--- src/rtl/rkfs_pkg.sv ---
// Shared types, constants and command codes of the keyframe fade sequencer.
package rkfs_pkg;

	localparam int MaxSteps = 16;
	localparam int StepW = $clog2(MaxSteps);
	localparam int CntW = $clog2(MaxSteps + 1);
	localparam int FrameW = 15;
	localparam int AccW = 18;
	localparam int DeltaW = 17;
	localparam int DivW = 17;
	localparam int QueueDepth = 4;
	localparam int QPtrW = $clog2(QueueDepth);

	typedef enum logic [2:0] {
		CMD_TICK = 3'd0,
		CMD_COLOUR = 3'd1,
		CMD_FRAMES = 3'd2,
		CMD_START = 3'd3,
		CMD_STOP = 3'd4,
		CMD_PAUSE = 3'd5,
		CMD_RESUME = 3'd6,
		CMD_NONE = 3'd7
	} cmd_t;

	typedef enum logic [1:0] {
		REG_NUM_STEPS = 2'd0,
		REG_REPEAT = 2'd1,
		REG_LAMP = 2'd2
	} reg_t;

	typedef struct packed {
		cmd_t cmd;
		logic [StepW-1:0] step;
		logic [7:0] red;
		logic [7:0] green;
		logic [7:0] blue;
		logic [FrameW-1:0] frames;
		logic ramp;
	} word_t;

	localparam int WordW = $bits(word_t);

endpackage

--- src/rtl/rgb_keyframe_fade_sequencer_core.sv ---
// Top level of the keyframe RGB fade sequencer.
// Command words enter through push/full and are queued; results leave
// through empty/pop, one word per emitting tick, holding lamp number,
// the integer bits [15:8] of the 10.8 colour accumulators and a finished flag.
// Configuration (num_steps, repeat_mode, lamp_select) is written through
// cfg_valid/cfg_ready/cfg_index/cfg_data and is always ready.
// A tick passes from the queue head through the IDLE and TICK states to
// the result register. A colour or frames write recomputes up to two
// deltas, each three 17-step divisions, and occupies the back end until
// they are written. Start, stop, pause and resume act in IDLE as they
// are taken. The front queue holds four words, so pushes continue while
// the back end divides.
// Reset clears playback state, sets the table to black with frame count
// one and empties the queue and result register. While the receiver
// does not pop, a waiting result stays; a following tick waits at the
// head of the queue and the queue fills until full rises.
module rgb_keyframe_fade_sequencer_core import rkfs_pkg::*; (
	input logic clk,
	input logic arst_n,
	input logic push,
	output logic full,
	input logic [2:0] cmd,
	input logic [3:0] step_index,
	input logic [7:0] red_in,
	input logic [7:0] green_in,
	input logic [7:0] blue_in,
	input logic [14:0] frame_count,
	input logic interpolate,
	output logic empty,
	input logic pop,
	output logic [7:0] lamp_index,
	output logic [7:0] red_out,
	output logic [7:0] green_out,
	output logic [7:0] blue_out,
	output logic finished,
	input logic cfg_valid,
	output logic cfg_ready,
	input logic [1:0] cfg_index,
	input logic [7:0] cfg_data
);
	word_t in_word, q_word;
	logic q_valid, q_take;
	logic [4:0] num_steps_q;
	logic repeat_q;
	logic [7:0] lamp_q;

	assign cfg_ready = 1'b1;
	assign in_word = '{cmd: cmd_t'(cmd), step: step_index, red: red_in,
		green: green_in, blue: blue_in, frames: frame_count, ramp: interpolate};

	always_ff @(posedge clk or negedge arst_n) begin
		if (!arst_n) begin
			num_steps_q <= '0;
			repeat_q <= 1'b0;
			lamp_q <= '0;
		end else if (cfg_valid) begin
			unique case (reg_t'(cfg_index))
				REG_NUM_STEPS: num_steps_q <= cfg_data[4:0];
				REG_REPEAT: repeat_q <= cfg_data[0];
				REG_LAMP: lamp_q <= cfg_data;
				default: ;
			endcase
		end
	end

	rkfs_front u_front (
		.clk(clk), .arst_n(arst_n), .push(push), .full(full), .in_word(in_word),
		.q_valid(q_valid), .q_take(q_take), .q_word(q_word)
	);

	rkfs_back u_back (
		.clk(clk), .arst_n(arst_n), .q_valid(q_valid), .q_take(q_take),
		.q_word(q_word), .num_steps(num_steps_q), .repeat_mode(repeat_q),
		.lamp_select(lamp_q), .empty(empty), .pop(pop), .lamp_index(lamp_index),
		.red_out(red_out), .green_out(green_out), .blue_out(blue_out),
		.finished(finished)
	);
endmodule

--- src/rtl/rkfs_ram.sv ---
// Generic simple dual-port RAM (one write port, one read port) with registered read.
module rkfs_ram #(
	parameter int Width = 8,
	parameter int Depth = 4
) (
	input logic clk,
	input logic we,
	input logic [$clog2(Depth)-1:0] waddr,
	input logic [Width-1:0] wdata,
	input logic [$clog2(Depth)-1:0] raddr,
	output logic [Width-1:0] rdata
);
	logic [Width-1:0] mem [Depth];
	always_ff @(posedge clk) begin
		if (we) begin
			mem[waddr] <= wdata;
		end
		rdata <= mem[raddr];
	end
endmodule

--- src/rtl/rkfs_front.sv ---
// Front end: accepts command words, drops useless ones and queues the rest.
module rkfs_front import rkfs_pkg::*; (
	input logic clk,
	input logic arst_n,
	input logic push,
	output logic full,
	input word_t in_word,
	output logic q_valid,
	input logic q_take,
	output word_t q_word
);
	word_t qmem [QueueDepth];
	logic [QPtrW-1:0] wp_q, rp_q;
	logic [QPtrW:0] cnt_q;
	logic acc, keep;

	assign full = (cnt_q == (QPtrW+1)'(QueueDepth));
	assign acc = push && !full;
	assign keep = acc && (in_word.cmd != CMD_NONE);
	assign q_valid = (cnt_q != '0);
	assign q_word = qmem[rp_q];

	always_ff @(posedge clk) begin
		if (keep) begin
			qmem[wp_q] <= in_word;
		end
	end

	always_ff @(posedge clk or negedge arst_n) begin
		if (!arst_n) begin
			wp_q <= '0;
			rp_q <= '0;
			cnt_q <= '0;
		end else begin
			if (keep) begin
				wp_q <= wp_q + 1'b1;
			end
			if (q_take && q_valid) begin
				rp_q <= rp_q + 1'b1;
			end
			cnt_q <= cnt_q + (QPtrW+1)'(keep) - (QPtrW+1)'(q_take && q_valid);
		end
	end
endmodule

--- src/rtl/rkfs_div.sv ---
// Iterative signed divider: 17-bit dividend by 15-bit positive divisor, truncating.
module rkfs_div import rkfs_pkg::*; (
	input logic clk,
	input logic arst_n,
	input logic start,
	input logic signed [DivW-1:0] dividend,
	input logic [FrameW-1:0] divisor,
	output logic done,
	output logic signed [DeltaW-1:0] quotient
);
	logic [DivW-1:0] mag_q, quo_q;
	logic [FrameW:0] rem_q;
	logic [FrameW-1:0] dsr_q;
	logic neg_q;
	logic [$clog2(DivW+1)-1:0] cnt_q;
	logic [FrameW+1:0] trial;
	logic [FrameW:0] shifted;
	logic busy;

	assign shifted = {rem_q[FrameW-1:0], mag_q[DivW-1]};
	assign trial = {1'b0, shifted} - {2'b00, dsr_q};
	assign busy = (cnt_q != '0);
	assign quotient = neg_q ? -$signed(quo_q) : $signed(quo_q);

	always_ff @(posedge clk or negedge arst_n) begin
		if (!arst_n) begin
			cnt_q <= '0;
			done <= 1'b0;
		end else begin
			done <= 1'b0;
			if (start) begin
				cnt_q <= ($clog2(DivW+1))'(DivW);
			end else if (busy) begin
				cnt_q <= cnt_q - 1'b1;
				if (cnt_q == 1) begin
					done <= 1'b1;
				end
			end
		end
	end

	always_ff @(posedge clk) begin
		if (start) begin
			neg_q <= dividend[DivW-1];
			mag_q <= dividend[DivW-1] ? DivW'(-dividend) : DivW'(dividend);
			rem_q <= '0;
			quo_q <= '0;
			dsr_q <= divisor;
		end else if (busy) begin
			mag_q <= {mag_q[DivW-2:0], 1'b0};
			if (!trial[FrameW+1]) begin
				rem_q <= trial[FrameW:0];
				quo_q <= {quo_q[DivW-2:0], 1'b1};
			end else begin
				rem_q <= shifted;
				quo_q <= {quo_q[DivW-2:0], 1'b0};
			end
		end
	end
endmodule

--- src/rtl/rkfs_back.sv ---
// Back end: keyframe tables, delta recompute sequencer and playback state.
module rkfs_back import rkfs_pkg::*; (
	input logic clk,
	input logic arst_n,
	input logic q_valid,
	output logic q_take,
	input word_t q_word,
	input logic [4:0] num_steps,
	input logic repeat_mode,
	input logic [7:0] lamp_select,
	output logic empty,
	input logic pop,
	output logic [7:0] lamp_index,
	output logic [7:0] red_out,
	output logic [7:0] green_out,
	output logic [7:0] blue_out,
	output logic finished
);
	typedef enum logic [6:0] {
		ST_IDLE = 7'b0000001,
		ST_TICK = 7'b0000010,
		ST_CALC = 7'b0000100,
		ST_RD = 7'b0001000,
		ST_DIV = 7'b0010000,
		ST_WAIT = 7'b0100000,
		ST_WR = 7'b1000000
	} state_t;

	state_t st_q;
	logic [23:0] colour_q [MaxSteps];
	logic [FrameW-1:0] frames_q [MaxSteps];
	logic [MaxSteps-1:0] ramp_q;
	logic [MaxSteps-1:0] dvalid_q;
	logic [3*DeltaW-1:0] drd;
	logic [3*DeltaW-1:0] dwr_q;
	logic [1:0] run_q;
	logic [StepW-1:0] step_q;
	logic [FrameW-1:0] fpos_q;
	logic [AccW-1:0] acc_q [3];
	logic [CntW-1:0] n;
	logic [StepW-1:0] s_rd;

	// Pending delta jobs: previous step and own step.
	logic job_prev_q, job_own_q;
	logic [StepW-1:0] from_q, to_q, widx_q;
	logic [1:0] ch_q;
	logic dstart, ddone;
	logic signed [DeltaW-1:0] dq;
	logic signed [DivW-1:0] diff;
	logic [7:0] ca, cb;

	logic ovalid_q;
	logic [7:0] o_lamp_q, o_r_q, o_g_q, o_b_q;
	logic o_fin_q;

	assign n = (num_steps > 5'(MaxSteps)) ? CntW'(MaxSteps) : CntW'(num_steps);
	assign empty = !ovalid_q;
	assign lamp_index = o_lamp_q;
	assign red_out = o_r_q;
	assign green_out = o_g_q;
	assign blue_out = o_b_q;
	assign finished = o_fin_q;
	assign s_rd = step_q;

	rkfs_ram #(.Width(3*DeltaW), .Depth(MaxSteps)) u_delta (
		.clk(clk), .we(st_q == ST_WR), .waddr(widx_q), .wdata(dwr_q),
		.raddr(s_rd), .rdata(drd)
	);

	always_comb begin
		unique case (ch_q)
			2'd0: begin ca = colour_q[to_q][23:16]; cb = colour_q[from_q][23:16]; end
			2'd1: begin ca = colour_q[to_q][15:8]; cb = colour_q[from_q][15:8]; end
			default: begin ca = colour_q[to_q][7:0]; cb = colour_q[from_q][7:0]; end
		endcase
		diff = $signed({1'b0, ca, 8'h00}) - $signed({1'b0, cb, 8'h00});
	end
	assign dstart = (st_q == ST_DIV);

	rkfs_div u_div (
		.clk(clk), .arst_n(arst_n), .start(dstart), .dividend(diff),
		.divisor(frames_q[from_q]), .done(ddone), .quotient(dq)
	);

	// A queued word is taken in IDLE unless a tick would find the output full.
	assign q_take = (st_q == ST_IDLE) && q_valid &&
		!(q_word.cmd == CMD_TICK && ovalid_q && !pop);

	logic own_ok;
	logic [StepW-1:0] nx;
	logic [CntW-1:0] idx1;
	assign idx1 = CntW'(q_word.step) + 1'b1;
	assign own_ok = (idx1 < n) || (idx1 == n && repeat_mode);
	assign nx = (idx1 < n) ? StepW'(idx1) : '0;

	logic [AccW-1:0] dl [3];
	logic do_step;
	logic [CntW-1:0] nstep;
	logic [StepW-1:0] nxs;
	logic tfin;
	always_comb begin
		dl[0] = dvalid_q[step_q] ? AccW'($signed(drd[3*DeltaW-1:2*DeltaW])) : '0;
		dl[1] = dvalid_q[step_q] ? AccW'($signed(drd[2*DeltaW-1:DeltaW])) : '0;
		dl[2] = dvalid_q[step_q] ? AccW'($signed(drd[DeltaW-1:0])) : '0;
		do_step = fpos_q >= frames_q[step_q];
		nstep = CntW'(step_q) + 1'b1;
		tfin = 1'b0;
		if (nstep >= n) begin
			if (repeat_mode) begin
				nxs = '0;
			end else begin
				nxs = StepW'(n - 1'b1);
				tfin = 1'b1;
			end
		end else begin
			nxs = StepW'(nstep);
		end
	end

	always_ff @(posedge clk) begin
		if (st_q == ST_WAIT && ddone) begin
			unique case (ch_q)
				2'd0: dwr_q[3*DeltaW-1:2*DeltaW] <= dq;
				2'd1: dwr_q[2*DeltaW-1:DeltaW] <= dq;
				default: dwr_q[DeltaW-1:0] <= dq;
			endcase
		end
		if (st_q == ST_CALC) begin
			dwr_q <= '0;
		end
	end

	always_ff @(posedge clk or negedge arst_n) begin
		if (!arst_n) begin
			st_q <= ST_IDLE;
			for (int i = 0; i < MaxSteps; i++) begin
				colour_q[i] <= '0;
				frames_q[i] <= FrameW'(1);
			end
			ramp_q <= '0;
			dvalid_q <= '0;
			run_q <= 2'd0;
			step_q <= '0;
			fpos_q <= '0;
			acc_q[0] <= '0;
			acc_q[1] <= '0;
			acc_q[2] <= '0;
			job_prev_q <= 1'b0;
			job_own_q <= 1'b0;
			from_q <= '0;
			to_q <= '0;
			widx_q <= '0;
			ch_q <= '0;
			ovalid_q <= 1'b0;
			o_lamp_q <= '0;
			o_r_q <= '0;
			o_g_q <= '0;
			o_b_q <= '0;
			o_fin_q <= 1'b0;
		end else begin
			if (pop && ovalid_q) begin
				ovalid_q <= 1'b0;
			end
			unique case (st_q)
				ST_IDLE: begin
					if (q_take) begin
						unique case (q_word.cmd)
							CMD_TICK: if (n != '0 && run_q != 2'd0) st_q <= ST_TICK;
							CMD_COLOUR: begin
								colour_q[q_word.step] <= {q_word.red, q_word.green, q_word.blue};
								job_prev_q <= (q_word.step != '0);
								job_own_q <= own_ok;
								widx_q <= q_word.step;
								to_q <= nx;
								st_q <= ST_CALC;
							end
							CMD_FRAMES: begin
								frames_q[q_word.step] <= (q_word.frames == '0) ?
									FrameW'(1) : q_word.frames;
								ramp_q[q_word.step] <= q_word.ramp;
								job_prev_q <= 1'b0;
								job_own_q <= own_ok;
								widx_q <= q_word.step;
								to_q <= nx;
								st_q <= ST_CALC;
							end
							CMD_START: begin
								step_q <= '0;
								fpos_q <= '0;
								run_q <= 2'd1;
							end
							CMD_STOP: begin
								step_q <= '0;
								fpos_q <= '0;
								run_q <= 2'd0;
							end
							CMD_PAUSE: run_q <= 2'd0;
							CMD_RESUME: run_q <= 2'd2;
							default: ;
						endcase
					end
				end
				ST_TICK: begin
					ovalid_q <= 1'b1;
					o_lamp_q <= lamp_select;
					o_fin_q <= (run_q != 2'd1) && do_step && tfin;
					st_q <= ST_IDLE;
					if (run_q == 2'd1) begin
						run_q <= 2'd2;
						acc_q[0] <= {2'b00, colour_q[step_q][23:16], 8'h00};
						acc_q[1] <= {2'b00, colour_q[step_q][15:8], 8'h00};
						acc_q[2] <= {2'b00, colour_q[step_q][7:0], 8'h00};
						o_r_q <= colour_q[step_q][23:16];
						o_g_q <= colour_q[step_q][15:8];
						o_b_q <= colour_q[step_q][7:0];
					end else begin
						fpos_q <= do_step ? FrameW'(1) : FrameW'(fpos_q + 1'b1);
						if (do_step) begin
							step_q <= nxs;
							if (tfin) run_q <= 2'd0;
							acc_q[0] <= {2'b00, colour_q[nxs][23:16], 8'h00};
							acc_q[1] <= {2'b00, colour_q[nxs][15:8], 8'h00};
							acc_q[2] <= {2'b00, colour_q[nxs][7:0], 8'h00};
							o_r_q <= colour_q[nxs][23:16];
							o_g_q <= colour_q[nxs][15:8];
							o_b_q <= colour_q[nxs][7:0];
						end else if (ramp_q[step_q]) begin
							acc_q[0] <= acc_q[0] + dl[0];
							acc_q[1] <= acc_q[1] + dl[1];
							acc_q[2] <= acc_q[2] + dl[2];
							o_r_q <= 8'((acc_q[0] + dl[0]) >> 8);
							o_g_q <= 8'((acc_q[1] + dl[1]) >> 8);
							o_b_q <= 8'((acc_q[2] + dl[2]) >> 8);
						end else begin
							o_r_q <= acc_q[0][15:8];
							o_g_q <= acc_q[1][15:8];
							o_b_q <= acc_q[2][15:8];
						end
					end
				end
				ST_CALC: begin
					ch_q <= '0;
					if (job_prev_q) begin
						job_prev_q <= 1'b0;
						from_q <= StepW'(widx_q - 1'b1);
						to_q <= widx_q;
						st_q <= ST_DIV;
					end else if (job_own_q) begin
						job_own_q <= 1'b0;
						from_q <= widx_q;
						st_q <= ST_DIV;
					end else begin
						st_q <= ST_IDLE;
					end
				end
				ST_DIV: st_q <= ST_WAIT;
				ST_WAIT: begin
					if (ddone) begin
						if (ch_q == 2'd2) begin
							st_q <= ST_RD;
						end else begin
							ch_q <= ch_q + 1'b1;
							st_q <= ST_DIV;
						end
					end
				end
				ST_RD: begin
					widx_q <= from_q;
					st_q <= ST_WR;
				end
				ST_WR: begin
					dvalid_q[from_q] <= 1'b1;
					widx_q <= to_q;
					to_q <= (CntW'(to_q) + 1'b1 < n) ? StepW'(CntW'(to_q) + 1'b1) : '0;
					st_q <= ST_CALC;
				end
				default: st_q <= ST_IDLE;
			endcase
		end
	end
	// The delta RAM is read at step_q as a tick leaves IDLE, so the data is ready in TICK.
endmodule

--- config.mk ---
export PLATFORM = sky130hd
export DESIGN_NAME = rgb_keyframe_fade_sequencer_core
export DESIGN_NICKNAME = d
export VERILOG_FILES = /design/src/rtl/rkfs_pkg.sv /design/src/rtl/rgb_keyframe_fade_sequencer_core.sv /design/src/rtl/rkfs_ram.sv /design/src/rtl/rkfs_front.sv /design/src/rtl/rkfs_div.sv /design/src/rtl/rkfs_back.sv
export SDC_FILE = /design/constraint.sdc
export NUM_CORES = 2
export LEC_CHECK = 0
export BUFFER_PORTS_ARGS = -buffer_cell sky130_fd_sc_hd__buf_2
export CORE_MARGIN = 2
export CORE_UTILIZATION = 30
export DETAILED_ROUTE_END_ITERATION = 8
export GPL_ROUTABILITY_DRIVEN = 0
export PLACE_DENSITY = 0.42
export SLEW_MARGIN = 25
export SYNTH_ARGS = -nofsm -noshare
export SYNTH_HDL_FRONTEND = slang
export SYNTH_SLANG_ARGS = --single-unit
--- constraint.sdc ---
create_clock -name clk -period 5.7 [get_ports clk]
set_input_delay 0.57 -clock clk [delete_from_list [all_inputs] [get_ports clk]]
set_output_delay 0.57 -clock clk [all_outputs]
set_load 0.02 [all_outputs]
# Yosys cells after proc, flatten, opt, wreduce, memory -nomap -nowiden
# Memory sizes are Yosys's and may differ from the RTL's. A register that Yosys moved wholly into a read port is not among the register bits.
# Cells that the tools add are included.
# word_totals
register_bits	931
ramBits	1004
input_bits	62
wordCells	331
memories	2
# op_classes
addsub	19
magnitude_cmp	16
n_eq_ne	38
n_mux	118
n_bitwise	7
n_reduce_logical	62
# mem_list
memory	depth	width	rd	rd_ports_with_merged_regs	wr	line	text
u_back.u_delta.mem	16	51	1	1	1	rkfs_ram.sv:13	logic [Width-1:0] mem [Depth];
u_front.qmem	4	47	1	0	1	rkfs_front.sv:12	word_t qmem [QueueDepth];
# ops
cell	count
binary-select mux 24 bit (select 4 bit)	4
bitwise mux 384 bit	1
bitwise mux 240 bit	1
two-way mux 24 bit	9
two-way mux 15 bit	11
two-way mux 54 bit	3
binary-select mux 15 bit (select 4 bit)	2
demux 24 bit (select 4 bit)	1
two-way mux 8 bit	9
two-way mux 17 bit	4
demux 15 bit (select 4 bit)	1
two-way mux 4 bit	15
adder 18 bit	3
two-way mux 18 bit	3
one-hot mux 7 bit (6 select lines)	1
negation 17 bit	2
one-hot mux 8 bit (2 select lines)	2
one-hot mux 15 bit (2 select lines)	1
two-way mux 7 bit	4
>= comparator 5 bit (second input constant)	5
two-way mux 5 bit	5
inverter 4 -> 5 bit	5
one-hot mux 4 bit (3 select lines)	2
two-way mux 1 bit	20
61 further kinds	146

# Depth between registers and ports, before layout
# depth
ltp_word	11
mapped_depth	23
ltp_nobuf	16

# Modules after synthesis
# From an unflattened synthesis, not the netlist that was laid out.
# unflattened
cells_unflattened	6180
hier_area_um2	96151.0
# by_module_without_submodules
module	n_inst	cells_each	area_each_um2	seq_area_each_um2
rkfs_back	1	4117	52684.3	20611.0
rkfs_ram	1	1320	31614.1	25524.5
rkfs_front	1	282	7252.0	5820.6
rkfs_div	1	428	4043.9	1781.7
rgb_keyframe_fade_sequencer_core	1	33	556.8	350.3

# Worst setup path after synthesis
# No wires, ideal clock.
# synth_timing
path_kind	register to register
start	reg u_back.step_q[0], in the netlist u_back.s_rd[0]
end	reg u_back.o_b_q[4], in the netlist u_back.blue_out[4]
setup_time_ps	87
arrival_ps	4941
slack_ps	673
stages_incl_launch_ff	19
path_buffers	8
period_less_slack_ps	5027
path_cell_list	dfrtp_1 > buf_4 > buf_4 > buf_4 > buf_4 > buf_2 > buf_1 > mux4_2 > a221oi_1 > ha_1 > a2111oi_0 > a21o_1 > and2_1 > buf_1 > nand2_1 > nor2_1 > clkbuf_1 > nand2_1 > o211ai_1
# synth_via
elab_chain_len	9
word_cells_on_any_way	24
classes_between	2 x add/sub; 2 x order compare; 18 x mux; 2 x bitwise
# synth_lines
item	line	text
start: declaration	rkfs_back.sv:37	logic [StepW-1:0] step_q;
start signal: assignment	rkfs_back.sv:219	step_q <= nxs;
adder 4 x 1 -> 5 bit	rkfs_back.sv:106	nstep = CntW'(step_q) + 1'b1;
>= comparator 5 bit	rkfs_back.sv:108	if (nstep >= n) begin
two-way mux 4 bit	rkfs_back.sv:108	
inverter 4 -> 5 bit (implied by the code)	rkfs_back.sv:226	o_b_q <= colour_q[nxs][7:0];
binary-select mux 24 bit (select 4 bit)	rkfs_back.sv:226	
two-way mux 24 bit (2 in a row)	n/a	
two-way mux 8 bit	rkfs_back.sv:218	if (do_step) begin
two-way mux 8 bit (*)	rkfs_back.sv:208	if (run_q == 2'd1) begin
end signal: assignment	rkfs_back.sv:215	o_b_q <= colour_q[step_q][7:0];
end signal: assignment	rkfs_back.sv:226	
end signal: assignment	rkfs_back.sv:233	o_b_q <= 8'((acc_q[2] + dl[2]) >> 8);
end: declaration	rkfs_back.sv:53	logic [7:0] o_lamp_q, o_r_q, o_g_q, o_b_q;
# Mark *: on every way between the ends. The rest lies on a longest branch, timed or not. The select of a mux whose other input is x is not followed.
# A chain may end at the register's enable or synchronous reset.

# Final worst setup path
# layout_timing
start	reg u_back.from_q[0]
end	reg u_back.u_div.mag_q[16], data pin
# layout_via
elab_chain_len	9
# layout_lines
item	line	text
start: declaration	rkfs_back.sv:45	logic [StepW-1:0] from_q, to_q, widx_q;
start signal: assignment	rkfs_back.sv:245	from_q <= StepW'(widx_q - 1'b1);
start signal: assignment	rkfs_back.sv:250	from_q <= widx_q;
inverter 4 -> 5 bit (implied by the code) (*)	rkfs_back.sv:72, rkfs_back.sv:73, rkfs_back.sv:74	
binary-select mux 24 bit (select 4 bit) (*)	rkfs_back.sv:72, rkfs_back.sv:73, rkfs_back.sv:74	
two-way mux 24 bit (implied by the code) (*) (2 in a row)	rkfs_back.sv:72	2'd0: begin ca = colour_q[to_q][23:16]; cb = colour_q[from_q][23:16]; end
one-hot mux 8 bit (2 select lines) (*)	rkfs_back.sv:71	unique case (ch_q)
subtractor 16 x 16 -> 17 bit (*)	rkfs_back.sv:76	diff = $signed({1'b0, ca, 8'h00}) - $signed({1'b0, cb, 8'h00});
negation 17 bit	rkfs_div.sv:45	mag_q <= dividend[DivW-1] ? DivW'(-dividend) : DivW'(dividend);
two-way mux 17 bit (*)	rkfs_div.sv:45	
two-way mux 17 bit (*)	rkfs_div.sv:43	if (start) begin
end signal: assignment	rkfs_div.sv:45	
end signal: assignment	rkfs_div.sv:50	mag_q <= {mag_q[DivW-2:0], 1'b0};
end: declaration	rkfs_div.sv:11	logic [DivW-1:0] mag_q, quo_q;
# Marked as above.

==> qor.csv <==
stage,metric,value,unit
outcome,status,completed,
timing,slew_headroom,22.23,%
timing,period_share,91.28,%
yosys,synthArstFlopShare,42.20,%
cts,cts_sinks,1917,
layout,drive_gt1_share,19.69,%
cts,clkSlewWorstSetupHoldPaths,0.06,ns
cts,cts_buffers,218,
yosys,ys_seq_elements,1917,
hold_path,hp-class,in2reg,
yosys,yosys.cell_count.top_type,nand2_1,
floorplanning,die_y,561.8,um
critical_path,cp_max_fo,25,
yosys,synth_xor_area_share,0.9196,%
global_routing,grt.met1_usage,28.38,%
route,wl_per_cell,27.90,um
critical_path,end_kind,flip-flop,
critical_path,timing.rr.end,u_back.u_div.mag_q[16],
yosys,yosysWarnings,0,
yosys,synthAdderAreaFrac,1.804,%
global_routing,antenna_found_initial,12,
route,route.detailed.drc,0,
floorplanning,start_util,30.20,%
route,detail-route-antenna-nets,0,
yosys,synth_edf_count,981,
floorplanning,num_rows,204,
route,dr.first_iter.drc_count,5336,
yosys,syn_avg_cell_area,13.06,um^2
power,irDropWorstVdd,0.4858,mV
cts,root_buffer,clkbuf_16,
layout,ff_latch_area,0.05231,mm^2
yosys,synthFlopType,edfxtp_1,
yosys,netlist_instances,7147,
floorplanning,die_w,561.8,um
floorplanning,io_pins,98,
critical_path,startpoint_type,flip-flop,
yosys,synth_compound_area_share,10.39,%
global_routing,grtUsageMet3,2.782,%
timing,fin_skew,0.06212,ns
job,max_cap_violations,0,
global_routing,busiest_layer,met2,
place,pre_cts_ws,0.4415,ns
route,num_vias,62270,
route,via_per_inst,5.394,
hold_path,whs_endpoint,repeat_q,
yosys,synth_cell_types,90,
critical_path,critical_path_class,reg2reg,
timing,finalSetupViolCount,0,
floorplanning,core_area,0.3091,mm^2
global_routing,use_met2,32.51,%
timing,finalWorstPathRequiredPeriod,5.203,ns
yosys,synth.top_cell.area_share,31.56,%
cts,insertion_delay,0.92,ns
timing,rsz0062_at_grt,no,
power,leakage,38.54,nW
cts,clockBufferDepth,4,
global_routing,grt-ovfl-total,0,
global_routing,grt_pass1_wl,467200,um
layout,fill_cells,29950,
layout,multi_input_area,0.03835,mm^2
timing,finalHoldViolations,0,
yosys,synthTopCellsByArea,"edfxtp_1 32%, dfrtp_1 21%, mux4_2 14%",
place,numPortBuffers,96,
critical_path,r2r-start,u_back.from_q[0],
timing,setup_ws,0.4971,ns
yosys,ys_top_cells_by_count,"1122 x nand2_1, 981 x edfxtp_1, 792 x dfrtp_1, 757 x o21ai_0, 576 x mux4_2",
route,routed_wl,322200,um
critical_path,required,6.40,ns
timing,worst_slew_pin_slew,1.162,ns
cts,cts_setup_buffers,0,
hold_path,worstHoldStart,cfg_index[1],
global_routing,grt_max_degree,130,
timing,timing.fmax,0.1922,GHz
yosys,ys_seq_area_share,56.00,%
cts,cts_tree,done,
yosys,synth_top_family_by_area,multiplexers,
place,dp_hpwl,200600,um
yosys,syn_nets,7340,
layout,nNetsFinal,7424,
global_routing,grt_pass1_vias,62630,
yosys,synth_top_cell_by_area,edfxtp_1,
timing,fin_setup_tns,0,ns
global_routing,track_usage,20.16,%
timing,slew_viol_final,0,
critical_path,rrSetupSlack,0.50,ns
floorplanning,die_area,0.3156,mm^2
yosys,synth_mux_area_share,19.96,%
cts,h-tree-depth,4,
route,firstDrtPassIters,5,
critical_path,cp.arrival,5.91,ns
hold_path,min_path_cells,3,
critical_path,r2r_cells,10,
yosys,netlist_area,0.09333,mm^2
power,p_per_area,509.2,mW/mm^2
layout,area_delta_synth_final,14.72,%
yosys,synth-simple-area-share,7.747,%
[power by group]
| group | switching [mW] | internal, mW |
|---|---|---|
| Combinational | 12.7 | 8.17 |
| Sequential | 2.39 | 16.5 |
| Clock | 6.09 | 8.70 |
| Total | 21.2 | 33.3 |
[worst max-delay path, stage by stage, from the launching register on]
cell and delay, ns:
dfrtp_4 0.72, buf_12 0.30, buf_4 0.39, mux4_2 0.56, mux4_2 0.49, a221oi_1 0.79
ha_1 0.42, xnor2_1 0.22, or4_1 0.47, or4b_1 0.46, o21ai_0 0.16
[timing repair]
action / in CTS / in global routing
setup endpoints to repair: 0 / 0
endpoints found under the hold margin: 274 / 0
hold buffers: 58 / 0
gates resized for setup: 0 / 0
[worst max-delay path by stage]
stage | endpoint | startpoint | cells past startpoint | slack (ns)
floorplan | u_back.blue_out[4] | u_back.s_rd[0] | 18 | 0.67
global placement | u_back.red_out[4] | u_back.s_rd[0] | 13 | 0.45
detailed placement | u_back.red_out[4] | u_back.s_rd[0] | 13 | 0.44
CTS | u_back.red_out[4] | u_back.s_rd[0] | 13 | 0.43
global route | u_back.u_div.mag_q[16] | u_back.from_q[0] | 10 | 0.25
finish | u_back.u_div.mag_q[16] | u_back.from_q[0] | 10 | 0.50
[logic make-up after synthesis]
group,Yosys count
buffers and inverters,636
multiplexers,1132
other,1
XOR/XNOR,98
AO/OA/AOI/OAI,1565
adder cells (fa/ha/maj),131
flip-flops,1917
AND/OR/NAND/NOR,1667
[per-stage QoR]
| stage | std cells | cell area [um^2] | total power, mW | hold WS, ns | util [%] |
|---|---|---|---|---|---|
| after floorplan | 7147 | 93330 | 31.39 | 0.2744 | - |
| after global placement | 11070 | 98930 | 39.78 | 0.4425 | 32.01 |
| after CTS | 11540 | 107000 | 54.98 | 0.002101 | 34.63 |
| after detailed placement | 11070 | 98950 | 40.00 | 0.4453 | 32.01 |
| after global routing | 11540 | 107100 | 57.14 | 0.04528 | 34.64 |
| final | 11550 | 107100 | 54.52 | 0.07172 | 34.64 |
[cell usage in the layout (no fill, tap or decap), drive strengths merged, types with 28 or more instances in the layout]
master and instances:
nor3 33, dfrtp 792, edfxtp 981, a31oi 33, a21o 28, o21a 33
mux2i 483, dfxtp 127, a211oi 48, and2 82, mux2 73, ha 125
nand2 1130, nor2 156, a21oi 146, buf 339, inv 107, clkinv 67
a22oi 69, nor2b 35, mux4 576, a221oi 177, o21ai 832, dlygate4sd3 58
nand3 86, and3 40, xnor2 46, clkbuf 307, xor2 52
[metal layers]
| metal | wire, um | vias up |
|---|---|---|
| met2 | 150100 | 1925 |
| met3 | 16480 | 424 |
| met5 | 13 | - |
| li1 | - | 27380 |
| met4 | 9412 | 2 |
| met1 | 146200 | 32550 |
[sequential cells by signal (all words and copies together), names as in the netlist, 5 cells and up]
signal                count
u_back.u_delta.mem      768
u_back.colour_q         384
u_back.frames_q         240
u_front.qmem            188
u_back.acc_q             48
u_back.dwr_q             48
u_back.u_delta.rdata     48
u_back.dvalid_q          16
u_back.ramp_q            16
u_back.u_div.quo_q       16
u_back.fpos_q            15
u_back.u_div.dsr_q       15
u_back.u_div.rem_q       15
u_back.u_div.mag_q        9
lamp_q                    8
u_back.blue_out           8
u_back.green_out          8
u_back.lamp_index         8
u_back.red_out            8
u_back.st_q               7
num_steps_q               5
u_back.u_div.cnt_q        5
[cell type report]
cell class                      instances  share of cell area (%)
Clock inverter                        102                   1.211
Antenna cell                            5                 0.01169
Multi-Input combinational cell       4594                   35.82
Timing Repair Buffer                  397                   3.128
Tap cell                             4120                   4.815
Inverter                              103                  0.3658
Sequential cell                      1917                   48.86
Clock buffer                          307                   5.797
Power figures use the tool's default switching activity.
